===== src/design/assert_macros.svh =====
// ----------------------------------------------------------------------------
// assert_macros.svh
// Assertion macros used by the dispatcher datapath; empty under synthesis.
// ----------------------------------------------------------------------------
`ifndef ASSERT_MACROS_SVH
`define ASSERT_MACROS_SVH

`ifndef SYNTHESIS

// property must hold at every clock edge out of reset
`define ASSERT_CLK(lbl, clk, rstn, prop, msg) \
  lbl: assert property (@(posedge clk) disable iff (!rstn) prop) else $error(msg);

// condition must never be true at a clock edge out of reset
`define ASSERT_NEVER(lbl, clk, rstn, cond, msg) \
  lbl: assert property (@(posedge clk) disable iff (!rstn) !(cond)) else $error(msg);

`else

`define ASSERT_CLK(lbl, clk, rstn, prop, msg)
`define ASSERT_NEVER(lbl, clk, rstn, cond, msg)

`endif

`endif


===== src/design/tws_pkg.sv =====
// ----------------------------------------------------------------------------
// tws_pkg
// Sizes, codes and controller/datapath interface types of the dispatcher.
// ----------------------------------------------------------------------------
package tws_pkg;

  // sizing
  localparam int WORKERS     = 8;
  localparam int STACK_DEPTH = 256;
  localparam int WID_W       = (WORKERS > 1) ? $clog2(WORKERS) : 1;
  localparam int CNT_W       = $clog2(STACK_DEPTH + 1);
  localparam int MEM_DEPTH   = WORKERS * STACK_DEPTH;
  localparam int ADDR_W      = (MEM_DEPTH > 1) ? $clog2(MEM_DEPTH) : 1;

  // payload field widths
  localparam int MODE_W   = 2;
  localparam int WORKER_W = 3;
  localparam int TILE_W   = 10;
  localparam int ACCUM_W  = 16;
  localparam int TASK_W   = 2 * TILE_W + ACCUM_W;

  // input item kinds
  typedef enum logic [MODE_W-1:0] {
    MODE_PUSH  = 2'd0,
    MODE_REQ   = 2'd1,
    MODE_FRAME = 2'd2
  } mode_t;

  // source of the stack count address
  typedef enum logic [1:0] {
    CS_ITEM = 2'd0,
    CS_SCAN = 2'd1,
    CS_SRC  = 2'd2
  } cnt_sel_t;

  // controller states
  typedef enum logic [2:0] {
    S_IDLE   = 3'd0,
    S_DECODE = 3'd1,
    S_SCAN   = 3'd2,
    S_PICK   = 3'd3,
    S_READ   = 3'd4,
    S_POP    = 3'd5,
    S_EXH    = 3'd6
  } state_t;

  // controller to datapath
  typedef struct packed {
    logic     load_item;
    logic     do_clear;
    logic     do_push;
    logic     src_own;
    logic     scan_start;
    logic     scan_step;
    logic     src_best;
    logic     rd_pop;
    logic     out_task;
    logic     out_exh;
    cnt_sel_t cnt_sel;
  } tws_cmd_t;

  // datapath to controller
  typedef struct packed {
    mode_t mode;
    logic  worker_ok;
    logic  full;
    logic  told;
    logic  own_empty;
    logic  scan_last;
    logic  best_empty;
    logic  out_free;
  } tws_stat_t;

endpackage


===== src/design/tws_ctrl.sv =====
// ----------------------------------------------------------------------------
// tws_ctrl
// Sequencer of the dispatcher: decodes an item, runs the largest-stack scan,
// pops the stack memory and loads the result register.
// ----------------------------------------------------------------------------
module tws_ctrl
  import tws_pkg::*;
(
  input  logic      clk,
  input  logic      rst_n,
  input  logic      in_valid,
  output logic      in_stall,
  input  tws_stat_t stat,
  output tws_cmd_t  cmd
);

  state_t state_r, state_nxt;
  logic   is_req;

  // request that actually gets serviced
  assign is_req = (stat.mode == MODE_REQ) && stat.worker_ok && !stat.told;

  // state register
  always_ff @(posedge clk) begin
    if (!rst_n) begin
      state_r <= S_IDLE;
    end else begin
      state_r <= state_nxt;
    end
  end

  // next state
  always_comb begin
    state_nxt = state_r;
    case (state_r)
      S_IDLE: begin
        if (in_valid) state_nxt = S_DECODE;
      end
      S_DECODE: begin
        if (is_req) begin
          state_nxt = stat.own_empty ? S_SCAN : S_READ;
        end else begin
          state_nxt = S_IDLE;
        end
      end
      S_SCAN: begin
        if (stat.scan_last) state_nxt = S_PICK;
      end
      S_PICK: begin
        state_nxt = stat.best_empty ? S_EXH : S_READ;
      end
      S_READ: begin
        state_nxt = S_POP;
      end
      S_POP: begin
        if (stat.out_free) state_nxt = S_IDLE;
      end
      S_EXH: begin
        if (stat.out_free) state_nxt = S_IDLE;
      end
      default: begin
        state_nxt = S_IDLE;
      end
    endcase
  end

  // command outputs
  always_comb begin
    cmd         = '0;
    cmd.cnt_sel = CS_ITEM;
    in_stall    = 1'b1;
    case (state_r)
      S_IDLE: begin
        in_stall      = 1'b0;
        cmd.load_item = in_valid;
      end
      S_DECODE: begin
        cmd.do_clear   = (stat.mode == MODE_FRAME);
        cmd.do_push    = (stat.mode == MODE_PUSH) && stat.worker_ok && !stat.full;
        cmd.src_own    = is_req && !stat.own_empty;
        cmd.scan_start = is_req && stat.own_empty;
      end
      S_SCAN: begin
        cmd.cnt_sel   = CS_SCAN;
        cmd.scan_step = 1'b1;
      end
      S_PICK: begin
        cmd.src_best = !stat.best_empty;
      end
      S_READ: begin
        cmd.cnt_sel = CS_SRC;
        cmd.rd_pop  = 1'b1;
      end
      S_POP: begin
        cmd.out_task = stat.out_free;
      end
      S_EXH: begin
        cmd.out_exh = stat.out_free;
      end
      default: begin
        cmd = '0;
      end
    endcase
  end

endmodule


===== config.mk =====
export PLATFORM = sky130hd
export DESIGN_NAME = tws_ctrl
export DESIGN_NICKNAME = d
export VERILOG_FILES = /design/src/design/assert_macros.svh /design/src/design/tws_pkg.sv /design/src/design/tws_ctrl.sv
export SDC_FILE = /design/constraint.sdc
export NUM_CORES = 1
export LEC_CHECK = 0
export ABC_AREA = 1
export BUFFER_PORTS_ARGS = -buffer_cell sky130_fd_sc_hd__buf_2
export CAP_MARGIN = 25
export CORE_AREA = 2 2 39 41
export DETAILED_ROUTE_END_ITERATION = 10
export DIE_AREA = 0 0 41 43
export GPL_TIMING_DRIVEN = 0
export PLACE_DENSITY = 0.6
export SYNTH_ARGS = -nofsm -noshare
export SYNTH_HDL_FRONTEND = slang
export SYNTH_SLANG_ARGS = --single-unit

===== constraint.sdc =====
create_clock -name clk -period 1.15 [get_ports clk]
set_input_delay 0.115 -clock clk [delete_from_list [all_inputs] [get_ports clk]]
set_output_delay 0.115 -clock clk [all_outputs]
set_load 0.1 [all_outputs]

; After elaboration in Yosys (flattened, before gate mapping)
; Cells that the tools add are included.
; W data, S select, Z words.
[word_totals]
reg_bits = 3
in_bits = 12
output_inout_bits = 13
word_cells = 42
[classes]
n_eq_ne = 11
n_mux = 16
reduce_logical = 14
[ops]
columns = op, count
row1 = $pmux W3 S6, 1
row2 = $mux W3, 5
row3 = $eq A3 B3 Y1 const B, 3
row4 = $mux W1, 7
row5 = $eq A3 B2 Y1 const B, 2
row6 = $logic_and A1 B1 Y1, 6
row7 = $logic_not A1 Y1, 4
row8 = $mux W4, 1
row9 = $ne A2 B2 Y1 const B, 2
row10 = $pmux W2 S2, 1
row11 = $eq A3 B1 Y1 const B, 1
row12 = $logic_not A3 Y1, 1
row13 = $reduce_and A3 Y1, 1
row14 = $eq A2 B1 Y1 const B, 1
row15 = $eq A2 B2 Y1 const B, 1
row16 = $logic_not A2 Y1, 1
row17 = $mux W2, 1
row18 = $ne A2 B1 Y1 const B, 1
row19 = $reduce_or A2 Y1, 1

; Depth between registers and ports, before layout
[depth]
ltp_word = 5
depth_mapped = 9

; Worst setup path before layout
; Ideal clock, no wire load.
[synth_path]
path_kind = register to output
startpoint = reg state_r[0]
endpoint = out cmd[9] (netlist name)
t_arrival_ns = 3.532
required_time_ns = 1.035
slack_ns = -2.497
path_stages_with_launch = 5
path_cell_list = dfxtp_1 inv_2 nor3_2 inv_1 nor4_1
[synth_lines]
columns = element, line
row1 = start: declaration, tws_ctrl.sv:17  ; state_t state_r, state_nxt;
row2 = start signal: assignment, tws_ctrl.sv:28  ; state_r <= state_nxt;
row3 = end: declaration, tws_ctrl.sv:14  ; output tws_cmd_t cmd

==> results.cfg <==
[finish]
largestRegisters = state_r: 3 flops
fin_util = 0.7559
regMostFlops = state_r
fillCellCount = 96
area_growth_pct = 222.8
largest_reg_flops = 3
nets = 114
fin_area_um2 = 1046
antenna_cells = 0
layout-drive-gt1-share = 0.8218

[floorplan]
io_pins = 25
die_y_um = 43
die_area_um2 = 1763
initial_core_util = 0.2342
rows = 14
core_um2 = 1384
die_w_um = 41

[timing]
period_share = 1.363
finalClockSkew_ns = 0.002787
fmax_mhz = 637.9
grt_setup_unrepaired = yes
fin_ws_ns = -0.4176
timing.final.hold_violations = 0
timing.hold.ws_ns = 0.1007
fin_crit_ns = 1.568
slew_headroom = 0.8331
setup_viol = 16
final_max_slew_viol_count = 0
max_slew.worst_pin.slew_ns = 0.2500

[setup_path]
crit_type = reg -> out
crit_chain = nor2_2 -> inv_1 -> nor2_4 -> buf_12 -> buf_12
cp_slowest_cell = dfxtp_4
cp.required_ns = 1.03
start_kind = flip-flop
crit_top_cell = buf_12
arrival_ns = 1.45
cp_max_fo = 5
cp_top_family = simple AND/OR/NAND/NOR gates
cp.buffers_inverters = 3
worstSetupEndpointType = primary output
slowest_delay_ns = 0.35

[grt]
antenna_found_initial = 0
grt_use_total = 0.1635
grt_pass1_wl_um = 1994
grt-ovfl-total = 0
grt_max_degree = 6
grt_pass1_vias = 527

[worst_hold_path]
min_path_type = in -> reg

[route]
drcViolationCount = 0
drt_pass1_iterations = 3
routed_via_density = 4.667
vias = 546
drt_iter0_markers = 8
routedWlPerCell_um = 13.41
routed_wirelength_um = 1569
antenna_left = 0

[clocking]
clock_latency_ns = 0.23
cts_buffers = 3
cts.clk_slew.worst_paths_ns = 0.04
h-tree-depth = 1
clk_path_buf_depth = 2
cts-root-buf = clkbuf_4
cts-hold-fix-buffers = 0
cts_tree = done
clkSinkCount = 3

[placed_design]
routabilityCongestion = 0.8032
numPortBuffers = 24
placed_cell_area_um2 = 581.8
post-dp-hpwl_um = 806.4

[logic_synthesis]
syn_area_um2 = 324.1
synthCells = 59
ys_seq_area_frac = 0.1853
ys_ff_latch = 3
netlist-cell-type-count = 17
synth_area_per_cell_um2 = 5.493
synth_warnings = 0
syn_nets = 71

[power]
power_mw = 0.6259
leakage_nw = 0.4682
peakVddDrop_mv = 0.5790
powerDensity_nw_per_um2 = 598.4

[run]
drv_cap = 0

[run_status]
violations = negative setup slack
outcome = complete, but fails checks
## cells by family after synthesis
family,after synthesis,synth area share
flip-flops,3,0.1853
AO/OA/AOI/OAI,4,0.08492
AND/OR/NAND/NOR,38,0.5560
buffers and inverters,14,0.1738
## tightest hold or removal path, stage by stage
cell     delay (ns)
buf_2          0.11
nand2_2        0.05
inv_1          0.03
## synth_stat cells
| cell | n | area, um^2 |
|---|---|---|
| nand3_1 | 4 | 20.02 |
| nor3_2 | 1 | 10.01 |
| nand3b_1 | 1 | 7.510 |
| nor3_1 | 3 | 15.01 |
| nand2_1 | 15 | 56.30 |
| inv_2 | 3 | 11.26 |
| o21ai_0 | 1 | 5.000 |
| inv_1 | 10 | 37.54 |
| o21ai_1 | 1 | 5.000 |
| nand3_2 | 1 | 10.01 |
| dfxtp_1 | 3 | 60.06 |
| nor4_1 | 1 | 6.260 |
| a21oi_2 | 2 | 17.52 |
| nand2_2 | 1 | 6.260 |
| buf_4 | 1 | 7.510 |
| nor2_2 | 3 | 18.77 |
| nor2_1 | 8 | 30.03 |
## repair_timing
action / 4_1_cts / 5_1_grt
setup endpoints to repair: 16 / 16
gates resized for setup: 69 / 17
pin swaps: 12 / 11
setup buffers: 10 / 5
## cells in the final DEF, fill, tap and decap left out, drive strengths merged, types with 3 or more instances in the layout
cell / instances
buf: 39
clkbuf: 4
dfxtp: 3
inv: 11
nand2: 16
nand3: 5
nor2: 11
nor3: 4
## where the power goes
group | switching [mW] | total, mW | internal [mW]
combinational | 0.204 | 0.328 | 0.124
clock | 0.0535 | 0.183 | 0.130
sequential | 0.00863 | 0.114 | 0.106
total | 0.266 | 0.626 | 0.360
## layout make-up
cell class | count | area, um^2 | share of cell area
sequential | 3 | 71.32 | 0.06818
inverter | 13 | 63.81 | 0.06100
clock buffer | 4 | 26.28 | 0.02512
multi-input combinational | 42 | 399.1 | 0.3816
tap | 16 | 20.02 | 0.01914
timing repair buffer | 38 | 445.4 | 0.4258
buffer | 1 | 20.02 | 0.01914
## metal layers
metal	wire [um]	track usage
met1	535	0.1571
met2	933	0.3031
met3	72	0.03141
met4	27	0.07333
met5	0	0
## worst paths after layout
check / cells past startpoint / start / to / slack (ns)
max reg2reg: 10 / state_r[2] / state_r[1] / -0.28
min reg2reg: 2 / state_r[0] / state_r[0] / 0.52
max: 5 / state_r[0] / cmd[4] / -0.42
min: 3 / rst_n / state_r[2] / 0.10
## through the flow
stage	TNS [ns]	worst slack, ns	instances
CTS	-3.436	-0.4121	113
global route	-5.214	-0.4841	117
detailed placement	-2.488	-0.3823	99
finish	-4.295	-0.4176	117
global placement	-2.352	-0.3836	99
floorplan	-3.943	-0.7212	59
Power figures use the tool's default switching activity.
